$ cat src/rtl/rsel_pkg.sv
// Shared types, codes and constants for the row shared/exclusive lock slot.
// No dependencies; used by rsel_ctrl, rsel_dp and the top level.
package rsel_pkg;

  localparam int MAX_TX_DEF   = 16;
  localparam int MAX_OIDS_DEF = 4;
  localparam int MAX_RESULTS  = 64;
  localparam int RES_W        = $clog2(MAX_RESULTS + 1);

  localparam logic [1:0] MODE_READ    = 2'd0;
  localparam logic [1:0] MODE_WRITE   = 2'd1;
  localparam logic [1:0] MODE_RELEASE = 2'd2;
  localparam logic [1:0] MODE_NONE    = 2'd3;

  localparam logic [2:0] KIND_GRANT    = 3'd0;
  localparam logic [2:0] KIND_QUEUED   = 3'd1;
  localparam logic [2:0] KIND_RELEASED = 3'd2;
  localparam logic [2:0] KIND_UNKNOWN  = 3'd3;
  localparam logic [2:0] KIND_REJECT   = 3'd4;

  localparam logic [1:0] OSEL_ZERO = 2'd0;
  localparam logic [1:0] OSEL_REQ  = 2'd1;
  localparam logic [1:0] OSEL_MEM  = 2'd2;

  typedef struct packed {
    logic       load;
    logic       emit;
    logic [2:0] kind;
    logic [1:0] oid_sel;
    logic       xid_entry;
    logic       gw;
    logic       flush;
    logic       ent_new;
    logic       ent_rec;
    logic       ent_grant;
    logic       ent_clear;
    logic       hold_inc;
    logic       hold_dec;
    logic       hold_wr;
    logic       q_push;
    logic       q_pop;
    logic       q_remove;
    logic       oid_rd;
  } rsel_cmd_t;

  typedef struct packed {
    logic       valid;
    logic       match;
    logic       is_write;
    logic       granted;
    logic       h_rd_zero;
    logic       h_wr_zero;
    logic       q_empty;
    logic       emit_ok;
    logic       out_free;
    logic       pend_valid;
    logic [1:0] mode;
  } rsel_sts_t;

endpackage

$ cat src/rtl/rsel_dp.sv
// Datapath of the lock slot: entry table, oid memory, wait queue, holder
// counts and result registers. Depends on rsel_pkg; driven by rsel_ctrl.
module rsel_dp #(
  parameter int MAX_TX   = rsel_pkg::MAX_TX_DEF,
  parameter int MAX_OIDS = rsel_pkg::MAX_OIDS_DEF
) (
  input  logic                              clk,
  input  logic                              rst_n,
  input  logic [1:0]                        in_mode,
  input  logic [31:0]                       in_xid,
  input  logic [31:0]                       in_oid,
  input  rsel_pkg::rsel_cmd_t               cmd,
  input  logic [$clog2(MAX_TX)-1:0]         cmd_idx,
  input  logic [$clog2(MAX_OIDS+1)-1:0]     cmd_k,
  output rsel_pkg::rsel_sts_t               sts,
  output logic [$clog2(MAX_TX)-1:0]         sts_head,
  output logic [$clog2(MAX_OIDS+1)-1:0]     sts_count,
  output logic                              out_valid,
  input  logic                              out_stall,
  output logic [2:0]                        out_kind,
  output logic [31:0]                       out_xid,
  output logic [31:0]                       out_oid,
  output logic                              out_granted_write,
  output logic                              out_last
);

  localparam int IW    = $clog2(MAX_TX);
  localparam int CW    = $clog2(MAX_OIDS + 1);
  localparam int DEPTH = MAX_TX * MAX_OIDS;
  localparam int AW    = (DEPTH > 1) ? $clog2(DEPTH) : 1;
  localparam int HW    = $clog2(MAX_TX + 1);

  logic [1:0]    req_mode_r;
  logic [31:0]   req_xid_r;
  logic [31:0]   req_oid_r;

  logic          valid_r   [MAX_TX];
  logic          granted_r [MAX_TX];
  logic [CW-1:0] count_r   [MAX_TX];
  logic [31:0]   xid_r     [MAX_TX];
  logic          isw_r     [MAX_TX];

  logic [31:0]   oid_mem [DEPTH];
  logic [31:0]   oid_rd_r;

  logic [IW-1:0] q_r [MAX_TX];
  logic [IW-1:0] q_up [MAX_TX];
  logic          q_shift [MAX_TX];
  logic          q_found;
  logic [HW-1:0] q_len_r;

  logic [HW-1:0] h_rd_r;
  logic [HW-1:0] h_wr_r;

  logic          pend_valid_r;
  logic [2:0]    pend_kind_r;
  logic [31:0]   pend_xid_r;
  logic [31:0]   pend_oid_r;
  logic          pend_gw_r;
  logic          out_valid_r;
  logic [2:0]    out_kind_r;
  logic [31:0]   out_xid_r;
  logic [31:0]   out_oid_r;
  logic          out_gw_r;
  logic          out_last_r;

  logic [CW-1:0] cnt;
  logic [AW-1:0] wr_addr;
  logic [AW-1:0] rd_addr;
  logic          out_free;
  logic          out_load;
  logic [31:0]   new_xid;
  logic [31:0]   new_oid;
  logic          rec_ok;

  assign cnt     = count_r[cmd_idx];
  assign wr_addr = AW'(int'(cmd_idx) * MAX_OIDS + int'(cnt));
  assign rd_addr = AW'(int'(cmd_idx) * MAX_OIDS + int'(cmd_k));
  assign rec_ok  = cnt < CW'(MAX_OIDS);

  always_ff @(posedge clk) begin
    if (cmd.load) begin
      req_mode_r <= in_mode;
      req_xid_r  <= in_xid;
      req_oid_r  <= in_oid;
    end
  end

  always_ff @(posedge clk) begin
    if (!rst_n) begin
      for (int i = 0; i < MAX_TX; i++) begin
        valid_r[i]   <= 1'b0;
        granted_r[i] <= 1'b0;
        count_r[i]   <= '0;
      end
    end else if (cmd.ent_new) begin
      valid_r[cmd_idx]   <= 1'b1;
      granted_r[cmd_idx] <= cmd.ent_grant;
      count_r[cmd_idx]   <= CW'(1);
    end else begin
      if (cmd.ent_rec && rec_ok) count_r[cmd_idx] <= cnt + CW'(1);
      if (cmd.ent_grant) granted_r[cmd_idx] <= 1'b1;
      if (cmd.ent_clear) begin
        valid_r[cmd_idx]   <= 1'b0;
        granted_r[cmd_idx] <= 1'b0;
        count_r[cmd_idx]   <= '0;
      end
    end
  end

  always_ff @(posedge clk) begin
    if (cmd.ent_new) begin
      xid_r[cmd_idx] <= req_xid_r;
      isw_r[cmd_idx] <= (req_mode_r == rsel_pkg::MODE_WRITE);
    end
  end

  always_ff @(posedge clk) begin
    if (cmd.ent_new || (cmd.ent_rec && rec_ok)) oid_mem[wr_addr] <= req_oid_r;
    if (cmd.oid_rd) oid_rd_r <= oid_mem[rd_addr];
  end

  always_comb begin
    q_found = 1'b0;
    for (int k = 0; k < MAX_TX; k++) begin
      q_found    = q_found | ((q_r[k] == cmd_idx) && (HW'(k) < q_len_r));
      q_shift[k] = q_found;
    end
    for (int k = 0; k < MAX_TX - 1; k++) q_up[k] = q_r[k+1];
    q_up[MAX_TX-1] = q_r[MAX_TX-1];
  end

  always_ff @(posedge clk) begin
    if (cmd.q_push) begin
      q_r[q_len_r[IW-1:0]] <= cmd_idx;
    end else if (cmd.q_pop) begin
      for (int k = 0; k < MAX_TX; k++) q_r[k] <= q_up[k];
    end else if (cmd.q_remove) begin
      for (int k = 0; k < MAX_TX; k++) if (q_shift[k]) q_r[k] <= q_up[k];
    end
  end

  always_ff @(posedge clk) begin
    if (!rst_n) begin
      q_len_r <= '0;
      h_rd_r  <= '0;
      h_wr_r  <= '0;
    end else begin
      if (cmd.q_push) q_len_r <= q_len_r + HW'(1);
      else if (cmd.q_pop || (cmd.q_remove && q_found)) q_len_r <= q_len_r - HW'(1);
      if (cmd.hold_inc) begin
        if (cmd.hold_wr) h_wr_r <= h_wr_r + HW'(1);
        else             h_rd_r <= h_rd_r + HW'(1);
      end else if (cmd.hold_dec) begin
        if (cmd.hold_wr) begin
          if (h_wr_r != '0) h_wr_r <= h_wr_r - HW'(1);
        end else begin
          if (h_rd_r != '0) h_rd_r <= h_rd_r - HW'(1);
        end
      end
    end
  end

  assign out_free = !out_valid_r || !out_stall;
  assign out_load = (cmd.emit && pend_valid_r) || cmd.flush;
  assign new_xid  = cmd.xid_entry ? xid_r[cmd_idx] : req_xid_r;

  always_comb begin
    unique case (cmd.oid_sel)
      rsel_pkg::OSEL_REQ: new_oid = req_oid_r;
      rsel_pkg::OSEL_MEM: new_oid = oid_rd_r;
      default:            new_oid = '0;
    endcase
  end

  always_ff @(posedge clk) begin
    if (!rst_n) begin
      pend_valid_r <= 1'b0;
      out_valid_r  <= 1'b0;
    end else begin
      if (out_valid_r && !out_stall) out_valid_r <= 1'b0;
      if (out_load) out_valid_r <= 1'b1;
      if (cmd.emit) pend_valid_r <= 1'b1;
      else if (cmd.flush) pend_valid_r <= 1'b0;
    end
  end

  always_ff @(posedge clk) begin
    if (out_load) begin
      out_kind_r <= pend_kind_r;
      out_xid_r  <= pend_xid_r;
      out_oid_r  <= pend_oid_r;
      out_gw_r   <= pend_gw_r;
      out_last_r <= cmd.flush;
    end
    if (cmd.emit) begin
      pend_kind_r <= cmd.kind;
      pend_xid_r  <= new_xid;
      pend_oid_r  <= new_oid;
      pend_gw_r   <= cmd.gw;
    end
  end

  assign sts.valid      = valid_r[cmd_idx];
  assign sts.match      = valid_r[cmd_idx] && (xid_r[cmd_idx] == req_xid_r);
  assign sts.is_write   = isw_r[cmd_idx];
  assign sts.granted    = granted_r[cmd_idx];
  assign sts.h_rd_zero  = (h_rd_r == '0);
  assign sts.h_wr_zero  = (h_wr_r == '0);
  assign sts.q_empty    = (q_len_r == '0);
  assign sts.emit_ok    = !pend_valid_r || out_free;
  assign sts.out_free   = out_free;
  assign sts.pend_valid = pend_valid_r;
  assign sts.mode       = req_mode_r;
  assign sts_head       = q_r[0];
  assign sts_count      = cnt;

  assign out_valid         = out_valid_r;
  assign out_kind          = out_kind_r;
  assign out_xid           = out_xid_r;
  assign out_oid           = out_oid_r;
  assign out_granted_write = out_gw_r;
  assign out_last          = out_last_r;

  a_emit_room: assert property (@(posedge clk) disable iff (!rst_n)
    cmd.emit |-> (!pend_valid_r || out_free))
    else $error("result pushed with no room");
  a_one_writer: assert property (@(posedge clk) disable iff (!rst_n)
    h_wr_r <= HW'(1))
    else $error("more than one writer holds the lock");
  a_no_mixed: assert property (@(posedge clk) disable iff (!rst_n)
    !(h_rd_r != '0 && h_wr_r != '0))
    else $error("readers and writer hold together");
  a_flush_pend: assert property (@(posedge clk) disable iff (!rst_n)
    cmd.flush |-> (pend_valid_r && out_free))
    else $error("flush without pending result");
  a_qlen: assert property (@(posedge clk) disable iff (!rst_n)
    q_len_r <= HW'(MAX_TX))
    else $error("wait queue overflow");

endmodule

$ cat src/rtl/rsel_ctrl.sv
// Controller state machine of the lock slot: table scan, request decision,
// queue scan and result sequencing. Depends on rsel_pkg; drives rsel_dp.
module rsel_ctrl #(
  parameter int MAX_TX   = rsel_pkg::MAX_TX_DEF,
  parameter int MAX_OIDS = rsel_pkg::MAX_OIDS_DEF
) (
  input  logic                              clk,
  input  logic                              rst_n,
  input  logic                              in_valid,
  output logic                              in_stall,
  input  logic [1:0]                        in_mode,
  output rsel_pkg::rsel_cmd_t               cmd,
  output logic [$clog2(MAX_TX)-1:0]         cmd_idx,
  output logic [$clog2(MAX_OIDS+1)-1:0]     cmd_k,
  input  rsel_pkg::rsel_sts_t               sts,
  input  logic [$clog2(MAX_TX)-1:0]         sts_head,
  input  logic [$clog2(MAX_OIDS+1)-1:0]     sts_count
);

  localparam int IW = $clog2(MAX_TX);
  localparam int CW = $clog2(MAX_OIDS + 1);
  localparam int RW = rsel_pkg::RES_W;

  localparam logic [2:0] ST_IDLE    = 3'd0;
  localparam logic [2:0] ST_SCAN    = 3'd1;
  localparam logic [2:0] ST_DECIDE  = 3'd2;
  localparam logic [2:0] ST_QSCAN   = 3'd3;
  localparam logic [2:0] ST_OID_RD  = 3'd4;
  localparam logic [2:0] ST_OID_EM  = 3'd5;
  localparam logic [2:0] ST_RELDONE = 3'd6;
  localparam logic [2:0] ST_FINISH  = 3'd7;

  logic [2:0]    state_r, state_nxt;
  logic [IW:0]   i_r, i_nxt;
  logic          hit_r, hit_nxt;
  logic          free_r, free_nxt;
  logic [IW-1:0] e_r, e_nxt;
  logic [IW-1:0] f_r, f_nxt;
  logic [IW-1:0] g_r, g_nxt;
  logic [CW-1:0] k_r, k_nxt;
  logic [RW-1:0] n_r, n_nxt;
  logic          readers_r, readers_nxt;
  logic          ret_q_r, ret_q_nxt;
  logic          wr_req;
  logic          can_grant;

  assign in_stall  = (state_r != ST_IDLE);
  assign wr_req    = (sts.mode == rsel_pkg::MODE_WRITE);
  assign can_grant = sts.h_wr_zero && (!wr_req || sts.h_rd_zero);

  always_comb begin
    state_nxt   = state_r;
    i_nxt       = i_r;
    hit_nxt     = hit_r;
    free_nxt    = free_r;
    e_nxt       = e_r;
    f_nxt       = f_r;
    g_nxt       = g_r;
    k_nxt       = k_r;
    n_nxt       = n_r;
    readers_nxt = readers_r;
    ret_q_nxt   = ret_q_r;
    cmd         = '0;
    cmd_idx     = '0;
    cmd_k       = k_r;
    unique case (state_r)
      ST_IDLE: begin
        if (in_valid) begin
          cmd.load = 1'b1;
          if (in_mode != rsel_pkg::MODE_NONE) begin
            state_nxt = ST_SCAN;
            i_nxt     = '0;
            hit_nxt   = 1'b0;
            free_nxt  = 1'b0;
            n_nxt     = '0;
          end
        end
      end
      ST_SCAN: begin
        cmd_idx = i_r[IW-1:0];
        if (sts.match && !hit_r) begin
          hit_nxt = 1'b1;
          e_nxt   = i_r[IW-1:0];
        end
        if (!sts.valid && !free_r) begin
          free_nxt = 1'b1;
          f_nxt    = i_r[IW-1:0];
        end
        if (i_r == (IW+1)'(MAX_TX - 1)) state_nxt = ST_DECIDE;
        else i_nxt = i_r + (IW+1)'(1);
      end
      ST_DECIDE: begin
        if (sts.mode == rsel_pkg::MODE_RELEASE) begin
          if (!hit_r) begin
            if (sts.emit_ok) begin
              cmd.emit  = 1'b1;
              cmd.kind  = rsel_pkg::KIND_UNKNOWN;
              n_nxt     = n_r + RW'(1);
              state_nxt = ST_FINISH;
            end
          end else begin
            cmd_idx       = e_r;
            cmd.ent_clear = 1'b1;
            if (sts.granted) begin
              cmd.hold_dec = 1'b1;
              cmd.hold_wr  = sts.is_write;
            end else begin
              cmd.q_remove = 1'b1;
            end
            readers_nxt = 1'b0;
            state_nxt   = ST_QSCAN;
          end
        end else if (hit_r) begin
          cmd_idx = e_r;
          if (sts.emit_ok) begin
            cmd.ent_rec = 1'b1;
            cmd.emit    = 1'b1;
            if (sts.granted) begin
              cmd.kind    = rsel_pkg::KIND_GRANT;
              cmd.oid_sel = rsel_pkg::OSEL_REQ;
              cmd.gw      = sts.is_write;
            end else begin
              cmd.kind = rsel_pkg::KIND_QUEUED;
            end
            n_nxt     = n_r + RW'(1);
            state_nxt = ST_FINISH;
          end
        end else if (!free_r) begin
          if (sts.emit_ok) begin
            cmd.emit  = 1'b1;
            cmd.kind  = rsel_pkg::KIND_REJECT;
            n_nxt     = n_r + RW'(1);
            state_nxt = ST_FINISH;
          end
        end else begin
          cmd_idx = f_r;
          if (sts.emit_ok) begin
            cmd.ent_new = 1'b1;
            cmd.emit    = 1'b1;
            if (can_grant) begin
              cmd.ent_grant = 1'b1;
              cmd.hold_inc  = 1'b1;
              cmd.hold_wr   = wr_req;
              cmd.kind      = rsel_pkg::KIND_GRANT;
              cmd.oid_sel   = rsel_pkg::OSEL_REQ;
              cmd.gw        = wr_req;
            end else begin
              cmd.q_push = 1'b1;
              cmd.kind   = rsel_pkg::KIND_QUEUED;
            end
            n_nxt     = n_r + RW'(1);
            state_nxt = ST_FINISH;
          end
        end
      end
      ST_QSCAN: begin
        cmd_idx = sts_head;
        if (sts.q_empty) begin
          state_nxt = ST_RELDONE;
        end else if (!sts.is_write) begin
          if (!sts.h_wr_zero) begin
            state_nxt = ST_RELDONE;
          end else begin
            cmd.q_pop     = 1'b1;
            cmd.ent_grant = 1'b1;
            cmd.hold_inc  = 1'b1;
            g_nxt         = sts_head;
            k_nxt         = '0;
            readers_nxt   = 1'b1;
            ret_q_nxt     = 1'b1;
            state_nxt     = ST_OID_RD;
          end
        end else if (!readers_r && sts.h_rd_zero && sts.h_wr_zero) begin
          cmd.q_pop     = 1'b1;
          cmd.ent_grant = 1'b1;
          cmd.hold_inc  = 1'b1;
          cmd.hold_wr   = 1'b1;
          g_nxt         = sts_head;
          k_nxt         = '0;
          ret_q_nxt     = 1'b0;
          state_nxt     = ST_OID_RD;
        end else begin
          state_nxt = ST_RELDONE;
        end
      end
      ST_OID_RD: begin
        cmd_idx = g_r;
        if (k_r >= sts_count) begin
          state_nxt = ret_q_r ? ST_QSCAN : ST_RELDONE;
        end else begin
          cmd.oid_rd = 1'b1;
          state_nxt  = ST_OID_EM;
        end
      end
      ST_OID_EM: begin
        cmd_idx = g_r;
        if (n_r >= RW'(rsel_pkg::MAX_RESULTS)) begin
          k_nxt     = k_r + CW'(1);
          state_nxt = ST_OID_RD;
        end else if (sts.emit_ok) begin
          cmd.emit      = 1'b1;
          cmd.kind      = rsel_pkg::KIND_GRANT;
          cmd.oid_sel   = rsel_pkg::OSEL_MEM;
          cmd.xid_entry = 1'b1;
          cmd.gw        = sts.is_write;
          n_nxt         = n_r + RW'(1);
          k_nxt         = k_r + CW'(1);
          state_nxt     = ST_OID_RD;
        end
      end
      ST_RELDONE: begin
        if (n_r != '0) begin
          state_nxt = ST_FINISH;
        end else if (sts.emit_ok) begin
          cmd.emit  = 1'b1;
          cmd.kind  = rsel_pkg::KIND_RELEASED;
          n_nxt     = n_r + RW'(1);
          state_nxt = ST_FINISH;
        end
      end
      ST_FINISH: begin
        if (sts.out_free) begin
          cmd.flush = 1'b1;
          state_nxt = ST_IDLE;
        end
      end
      default: state_nxt = ST_IDLE;
    endcase
  end

  always_ff @(posedge clk) begin
    if (!rst_n) begin
      state_r   <= ST_IDLE;
      i_r       <= '0;
      hit_r     <= 1'b0;
      free_r    <= 1'b0;
      n_r       <= '0;
      readers_r <= 1'b0;
      ret_q_r   <= 1'b0;
    end else begin
      state_r   <= state_nxt;
      i_r       <= i_nxt;
      hit_r     <= hit_nxt;
      free_r    <= free_nxt;
      n_r       <= n_nxt;
      readers_r <= readers_nxt;
      ret_q_r   <= ret_q_nxt;
    end
  end

  always_ff @(posedge clk) begin
    e_r <= e_nxt;
    f_r <= f_nxt;
    g_r <= g_nxt;
    k_r <= k_nxt;
  end

endmodule

$ cat src/rtl/row_shared_exclusive_lock_slot.sv
// Row lock slot: shared/exclusive lock with a FIFO wait queue for one row.
// Top level; instantiates rsel_ctrl and rsel_dp, uses rsel_pkg.
// One request at a time: the transaction table is searched one entry per
// cycle, then a read or write request is decided and its result flushed.
// A release goes on to scan the wait queue from its head and to a closing
// step. Each granted object id is read from the oid memory, then emitted
// as a result. Stalls on the result side hold the sequence. The result
// channel carries one result per read or write request; a release gives
// one per object id granted, up to MAX_RESULTS, or a single one when it
// grants none, with last marking the final one.
module row_shared_exclusive_lock_slot #(
  parameter int MAX_TX   = rsel_pkg::MAX_TX_DEF,
  parameter int MAX_OIDS = rsel_pkg::MAX_OIDS_DEF
) (
  input  logic        clk,
  input  logic        rst_n,
  input  logic        in_valid,
  output logic        in_stall,
  input  logic [1:0]  in_mode,
  input  logic [31:0] in_xid,
  input  logic [31:0] in_oid,
  output logic        out_valid,
  input  logic        out_stall,
  output logic [2:0]  out_kind,
  output logic [31:0] out_xid,
  output logic [31:0] out_oid,
  output logic        out_granted_write,
  output logic        out_last
);

  rsel_pkg::rsel_cmd_t             cmd;
  rsel_pkg::rsel_sts_t             sts;
  logic [$clog2(MAX_TX)-1:0]       cmd_idx;
  logic [$clog2(MAX_OIDS+1)-1:0]   cmd_k;
  logic [$clog2(MAX_TX)-1:0]       sts_head;
  logic [$clog2(MAX_OIDS+1)-1:0]   sts_count;

  rsel_ctrl #(.MAX_TX(MAX_TX), .MAX_OIDS(MAX_OIDS)) u_ctrl (
    .clk       (clk),
    .rst_n     (rst_n),
    .in_valid  (in_valid),
    .in_stall  (in_stall),
    .in_mode   (in_mode),
    .cmd       (cmd),
    .cmd_idx   (cmd_idx),
    .cmd_k     (cmd_k),
    .sts       (sts),
    .sts_head  (sts_head),
    .sts_count (sts_count)
  );

  rsel_dp #(.MAX_TX(MAX_TX), .MAX_OIDS(MAX_OIDS)) u_dp (
    .clk               (clk),
    .rst_n             (rst_n),
    .in_mode           (in_mode),
    .in_xid            (in_xid),
    .in_oid            (in_oid),
    .cmd               (cmd),
    .cmd_idx           (cmd_idx),
    .cmd_k             (cmd_k),
    .sts               (sts),
    .sts_head          (sts_head),
    .sts_count         (sts_count),
    .out_valid         (out_valid),
    .out_stall         (out_stall),
    .out_kind          (out_kind),
    .out_xid           (out_xid),
    .out_oid           (out_oid),
    .out_granted_write (out_granted_write),
    .out_last          (out_last)
  );

endmodule
$ cat config.mk
export PLATFORM = sky130hd
export DESIGN_NAME = row_shared_exclusive_lock_slot
export DESIGN_NICKNAME = d
export VERILOG_FILES = /design/src/rtl/rsel_pkg.sv /design/src/rtl/rsel_dp.sv /design/src/rtl/rsel_ctrl.sv /design/src/rtl/row_shared_exclusive_lock_slot.sv
export SDC_FILE = /design/constraint.sdc
export NUM_CORES = 2
export LEC_CHECK = 0
export ABC_AREA = 1
export BUFFER_PORTS_ARGS = -buffer_cell sky130_fd_sc_hd__buf_2
export CAP_MARGIN = 10
export CORE_ASPECT_RATIO = 0.9
export CORE_MARGIN = 2
export CORE_UTILIZATION = 50
export CTS_BUF_LIST = sky130_fd_sc_hd__clkbuf_4 sky130_fd_sc_hd__clkbuf_8
export DETAILED_ROUTE_END_ITERATION = 10
export PLACE_DENSITY = 0.67
export SLEW_MARGIN = 20
export SYNTH_ARGS = -nofsm -noshare
export SYNTH_HDL_FRONTEND = slang
export SYNTH_SLANG_ARGS = --single-unit
$ cat constraint.sdc
create_clock -name clk -period 9.7 [get_ports clk]
set_input_delay 1.455 -clock clk [delete_from_list [all_inputs] [get_ports clk]]
set_output_delay 1.455 -clock clk [all_outputs]
set_load 0.03 [all_outputs]
# == Word-level counts from Yosys, hierarchy flattened ==
# Memory sizes are Yosys's and may differ from the RTL's. A register that Yosys moved wholly into a read port is not among the register bits.
# Index checks and enable logic that the tools add are counted.
# word_totals
register_bits,254
latch_bits,0
ramBits,2720
rom_bits,0
input_bits,70
output_inout_bits,71
wordCells,519
mem_count,7
# op_classes
n_addsub,12
mul,0
n_div,0
n_lt_le_gt_ge,19
n_eq_ne,53
n_shift,0
mux,287
n_bitwise,37
reduce_logical,76
# memory_table
name,words,width,rd,rd_ports_with_merged_regs,wr,line_no,rtl
u_dp.oid_mem,64,32,1,1,1,rsel_dp.sv:43,logic [31:0] oid_mem [DEPTH];
u_dp.xid_r,16,32,1,0,1,rsel_dp.sv:40,logic [31:0] xid_r [MAX_TX];
u_dp.q_r,16,4,16,0,16,rsel_dp.sv:46,logic [IW-1:0] q_r [MAX_TX];
u_dp.count_r,16,3,1,0,16,rsel_dp.sv:39,logic [CW-1:0] count_r [MAX_TX];
u_dp.granted_r,16,1,1,0,16,rsel_dp.sv:38,logic granted_r [MAX_TX];
u_dp.isw_r,16,1,1,0,1,rsel_dp.sv:41,logic isw_r [MAX_TX];
+1 memories,--,--,--,--,--,--,
# op_table
operator,count
$mux W1,175
$mux W4,35
$mux W5,15
$mux W3,23
$eq A4 B4 Y1,16
$pmux W32 S2,1
$mux W7,7
$lt A4 B5 Y1 const A,8
$or A1 B1 Y1,36
$eq A32 B32 Y1,1
$mux W32,1
$pmux W7 S4,1
$logic_and A1 B1 Y1,26
$ne A2 B2 Y1 const B,12
$pmux W3 S8,1
$reduce_and A4 Y1,6
$mux W2,11
$add A5 B1 Y5 const B,4
$lt A3 B5 Y1 const A,4
$reduce_bool A2 Y1,10
$mux W6,3
$mux W8,2
$ne A2 B1 Y1 const B,8
$pmux W4 S4,1
39 further kinds,77

# == Depth between registers and ports, before layout ==
# depth
ltp_word,27
depth_mapped,30
ltp_nobuf,27

# == Cells and area by module ==
# A second synthesis with hierarchy kept.
# hier_totals
cells_unflattened,8874
hier_area_um2,118220.9
# by_module_without_submodules
module,instances,cells_per_inst,area_per_inst_um2,seq_area_each_um2
rsel_dp,1,8571,116012.5,88755.1
rsel_ctrl,1,303,2208.4,830.8

# == Least setup slack after synthesis ==
# No wires, ideal clock.
# synth_path
path_type,input to register
from,in out_stall
to,"reg u_dp.out_valid_r, in the netlist u_dp.out_valid"
setup_ns,0.127
arrival_time_ns,5.791
required_time_ns,9.573
path_slack_ns,3.782
path_stages,9
path_buffers,0
path_cell_list,nand2_1 nor2_1 nor3_1 inv_1 nand3_1 nand2_1 nand2_1 o21ai_0 inv_1
# synth_rtl
item,line_no,rtl
from (decl),row_shared_exclusive_lock_slot.sv:23,"input logic out_stall,"
to (signal assigned),rsel_dp.sv:179,out_valid_r <= 1'b0;
to (signal assigned),rsel_dp.sv:181,if (out_valid_r && !out_stall) out_valid_r <= 1'b0;
to (signal assigned),rsel_dp.sv:182,if (out_load) out_valid_r <= 1'b1;
to (decl),rsel_dp.sv:60,logic out_valid_r;

# == Final worst setup path ==
# layout_path
from,reg u_ctrl.state_r[0]
to,"mem u_dp.oid_mem[1][16], enable pin"
# layout_via
elab_chain_len,9
elab_cells_between_ends,15
classes_between,add/sub: 1; order compare: 1; eq/ne: 5; mux: 4; reduce/logical: 3; memory: 1
# layout_rtl
item,line_no,rtl
from (decl),rsel_ctrl.sv:33,"logic [2:0] state_r, state_nxt;"
from (signal assigned),rsel_ctrl.sv:241,state_r <= state_nxt;
$eq A3 B3 Y1,rsel_ctrl.sv:66,unique case (state_r)
$reduce_or A2 Y1 (no source line),--,
$pmux W4 S4,rsel_ctrl.sv:66,
$mem_v2 Z16 W3,--,
$lt A3 B3 Y1,rsel_dp.sv:79,assign rec_ok = cnt < CW'(MAX_OIDS);
$logic_and A1 B1 Y1,rsel_dp.sv:119,if (cmd.ent_new || (cmd.ent_rec && rec_ok)) oid_mem[wr_addr] <= req_oid_r;
$logic_or A1 B1 Y1,rsel_dp.sv:119,
$mux W1,rsel_dp.sv:119,
$mux W1 (not written as such),rsel_dp.sv:119,
to (decl),rsel_dp.sv:43,
# Parallel ways exist; a longest one is shown, timed or not.

==> impl_metrics.csv <==
group,metric,value,unit
detailed_routing,drt_wl_total,350000,um
grt,grt_max_degree,206,
sta,hold_violations,0,
sta,rsz0062_at_grt,"false",
worst_setup_path,crit_path_max_incr_delay,1.08,ns
die,dieArea,243000,um2
final_layout,drive_gt1_share,12.7,%
power,switching_share,34.0,%
clock_network,worst_skew_pair.late_latency,1.14,ns
yosys,synthFlopType,"edfxtp_1",
yosys,synth-seq-area-share,74.8,%
place,placed_area,124000,um2
yosys,ys_seq_elements,3006,
worst_setup_path,cp_num_buf_inv,4,
grt,met1_usage,40.4,%
sta,fin_tns_setup,0,ns
grt,grt-ovfl-total,0,
sta,relSlewSlack,15.3,%
sta,worstMarginPinSlew,1.26,ns
worst_setup_path,cp.arrival,7.52,ns
grt,grt_pass1_wl,500000,um
clock_network,cts-root-buf,"clkbuf_8",
power,comb_power_share,23.5,%
yosys,avgSynthCellArea,12.9,um2
power,p_int,22500,uW
clock_network,ctsHoldBuffers,0,
clock_network,cts_buffers,469,
final_layout,multi_input_area,27600,um2
power,leakagePower,0.0439,uW
grt,busiest_layer,"met1",
detailed_routing,drt_iter0_drc,12313,
clock_network,ctsResizeCount,0,
worst_setup_path,crit_slowest_cell,"nor2_4",
grt,use_met3,8.08,%
worst_setup_path,critPathMaxFanout,56,
worst_setup_path,startpoint_type,"flop",
final_layout,fill_cells,19119,
sta,skew,0.113,ns
detailed_routing,vias_per_cell,6.11,
detailed_routing,vias,79608,
grt,grt_pass1_vias,73598,
die,io-pin-count,141,
yosys,synth_cell_types,64,
place,hpwlAfterDp,199000,um
power,p_switching,11600,uW
yosys,synth-warning-count,0,
sta,layout_min_cycle_time,6.82,ns
sta,post-route-period-util,70.3,%
yosys,async_flop_share,0,%
final_layout,syn_to_final_growth,11.1,%
power,clock_power_share,30.2,%
yosys,synth_edf_count,2938,
sta,setup_viol,0,
power,powerDensity,256,nW/um2
clock_network,cts_tree,"built",
worst_setup_path,worstPathRequired,10.40,ns
clock_network,post_cts_buffers,0,
grt,gr-usage-met2,40.4,%
die,core-area,238000,um2
grt,grt_use_total,27.9,%
worst_setup_path,crit_chain,"nor2_2, nand2_2, nand2_4, a21oi_4, nand2_8, nor2_4, buf_4, nand2_1, inv_2, a22oi_1, o21ai_1, nor2_2, inv_2, ha_1, nand3_1, xor2_1, inv_1, nor2_1, nand2_1, nor2_4",
worst_setup_path,end_kind,"flop",
final_layout,seq_area,89600,um2
power,seqPwrFrac,46.4,%
final_layout,final_area,133000,um2
yosys,synthesis.instances,9310,
final_layout,final_net_count,9591,
yosys,syn_nets,9407,
run,drv_cap,0,
place,portBuffers,140,
grt,antenna_found_initial,27,
detailed_routing,ant_nets,0,
worst_setup_path,path_class,"flop to flop",
die,die_y,468,um
final_layout,final_cells,13024,
worst_setup_path,crit_family,"simple AND/OR/NAND/NOR gates",
sta,maxSlewViolCount,0,
detailed_routing,firstDrtPassIters,6,
power,ir_drop,0.000261,V
detailed_routing,routedWlPerCell,26.9,um
die,fp-row-count,170,
place,gp_congestion,0.937,
hold_path,min_path_type,"flop to flop",
clock_network,clock_sinks,3006,
final_layout,fin_util,55.8,%
die,initial_utilization,50.3,%
clock_network,cts_buffer_depth,4,
sta,fmax,0.147,GHz
place,dp.cells,12197,
clock_network,clkTransAtPathRegs,0.06,ns
clock_network,h-tree-depth,5,
outcome,outcome,"finished clean",
yosys,synth_area,120000,um2
die,die_w,520,um
detailed_routing,drc,0,
[power by group through the flow]
| stage | clock [uW] | combinational [uW] | sequential [uW] |
|---|---|---|---|
| 2_1_floorplan | 0 | 3620 | 16300 |
| 3_3_place_gp | 0 | 7500 | 16000 |
| 3_5_place_dp | 0 | 7620 | 16000 |
| 4_1_cts | 10300 | 7640 | 15800 |
| 5_1_grt | 10900 | 8290 | 15800 |
| 6_report | 10300 | 7990 | 15800 |
[final timing paths]
| kind | depth (start not counted) | slack (ns) | startpoint | end |
|---|---|---|---|---|
| setup / recovery | 20 | 2.88 | u_ctrl.state_r[0]$_SDFFE_PN0P_ | u_dp.oid_mem[1][16]$_DFFE_PP_ |
| hold / removal | 0 | 0.40 | u_dp.pend_oid_r[0]$_DFFE_PP_ | u_dp.out_oid[0]$_DFFE_PP_ |
| hold reg to reg | 0 | 0.40 | u_dp.pend_oid_r[0]$_DFFE_PP_ | u_dp.out_oid[0]$_DFFE_PP_ |
| setup reg to reg | 20 | 2.88 | u_ctrl.state_r[0]$_SDFFE_PN0P_ | u_dp.oid_mem[1][16]$_DFFE_PP_ |
[metrics by stage]
step	power, uW	setup WS (ns)	hold slack (ns)
2_1_floorplan	19900	3.78	0.400
3_3_place_gp	23500	2.99	0.401
3_5_place_dp	23700	2.99	0.405
4_1_cts	33700	2.94	0.385
5_1_grt	35000	2.54	0.419
6_report	34000	2.88	0.402
[layout make-up]
type	instances	share of cell area, %
clock buffer	636	5.85
tap	3182	2.99
antenna	9	0.0169
timing repair buffer	300	1.64
sequential	3006	67.3
clock inverter	174	0.785
multi-input combinational	5498	20.7
inverter	219	0.642
[state kept, by name, indices dropped and copies added (netlist names), 48 cells and up]
name and cells:
u_dp.count_r 48, u_dp.xid_r 512, u_dp.q_r 64, u_dp.oid_mem 2048
[kinds of logic (layout without fill, tap and decap cells)]
group / after synthesis / in the layout / synth area share [%]
AO/OA/AOI/OAI: 2443 / 2443 / 11.6
XOR/XNOR: 56 / 56 / 0.416
adder cells (fa/ha/maj): 27 / 27 / 0.295
buffers and inverters: 806 / 1329 / 2.79
flip-flops: 3006 / 3006 / 74.8
multiplexers: 13 / 13 / 0.109
other: 0 / 9 / 0
AND/OR/NAND/NOR: 2959 / 2959 / 9.94
[synth_stat cells (15+ instances only)]
cell type | count | area, um2
a22oi_1 | 161 | 1210
ha_1 | 25 | 313
o31ai_1 | 41 | 308
buf_2 | 52 | 260
clkbuf_1 | 472 | 1770
edfxtp_1 | 2938 | 88200
nor3_1 | 25 | 125
inv_2 | 23 | 86.3
o22ai_1 | 519 | 3250
o21ai_1 | 36 | 180
inv_1 | 191 | 717
buf_1 | 27 | 101
o311ai_0 | 23 | 201
o21ai_0 | 1357 | 6790
or2_2 | 25 | 156
buf_6 | 27 | 304
o221ai_1 | 44 | 385
nor2_2 | 15 | 93.8
a21oi_1 | 169 | 846
nand3_1 | 190 | 951
xor2_1 | 43 | 377
o211ai_1 | 53 | 398
nand2_1 | 1093 | 4100
dfxtp_1 | 68 | 1360
nand2_2 | 20 | 125
nor2_1 | 1526 | 5730
[layout by cell type, fill, tap and decap left out, types with 14 or more instances in the layout]
| cell type | n |
|---|---|
| clkinv_1 | 107 |
| o21ai_0 | 1357 |
| o311ai_0 | 23 |
| inv_2 | 22 |
| or2_2 | 25 |
| a22oi_1 | 161 |
| edfxtp_1 | 2938 |
| o221ai_1 | 44 |
| ha_1 | 23 |
| nand2_1 | 1092 |
| nor2_2 | 15 |
| o31ai_1 | 30 |
| clkinv_2 | 46 |
| nand4_1 | 14 |
| o22ai_1 | 519 |
| xor2_1 | 42 |
| clkbuf_4 | 156 |
| buf_4 | 139 |
| o211ai_1 | 53 |
| dfxtp_1 | 68 |
| o21ai_1 | 36 |
| nand2_4 | 15 |
| nand3_1 | 185 |
| nor2_1 | 1455 |
| nor2_4 | 80 |
| nand2_2 | 20 |
| buf_2 | 140 |
| nor3_2 | 16 |
| inv_1 | 188 |
| buf_12 | 19 |
| clkbuf_8 | 480 |
| a21oi_1 | 169 |
[layer usage]
layer / wire, um / vias up
met1: 139000 / 39259
met3: 46600 / 690
met5: 134 / -
met4: 12900 / 6
met2: 152000 / 5037
li1: - / 34616
(Power assumes the default switching activity.)
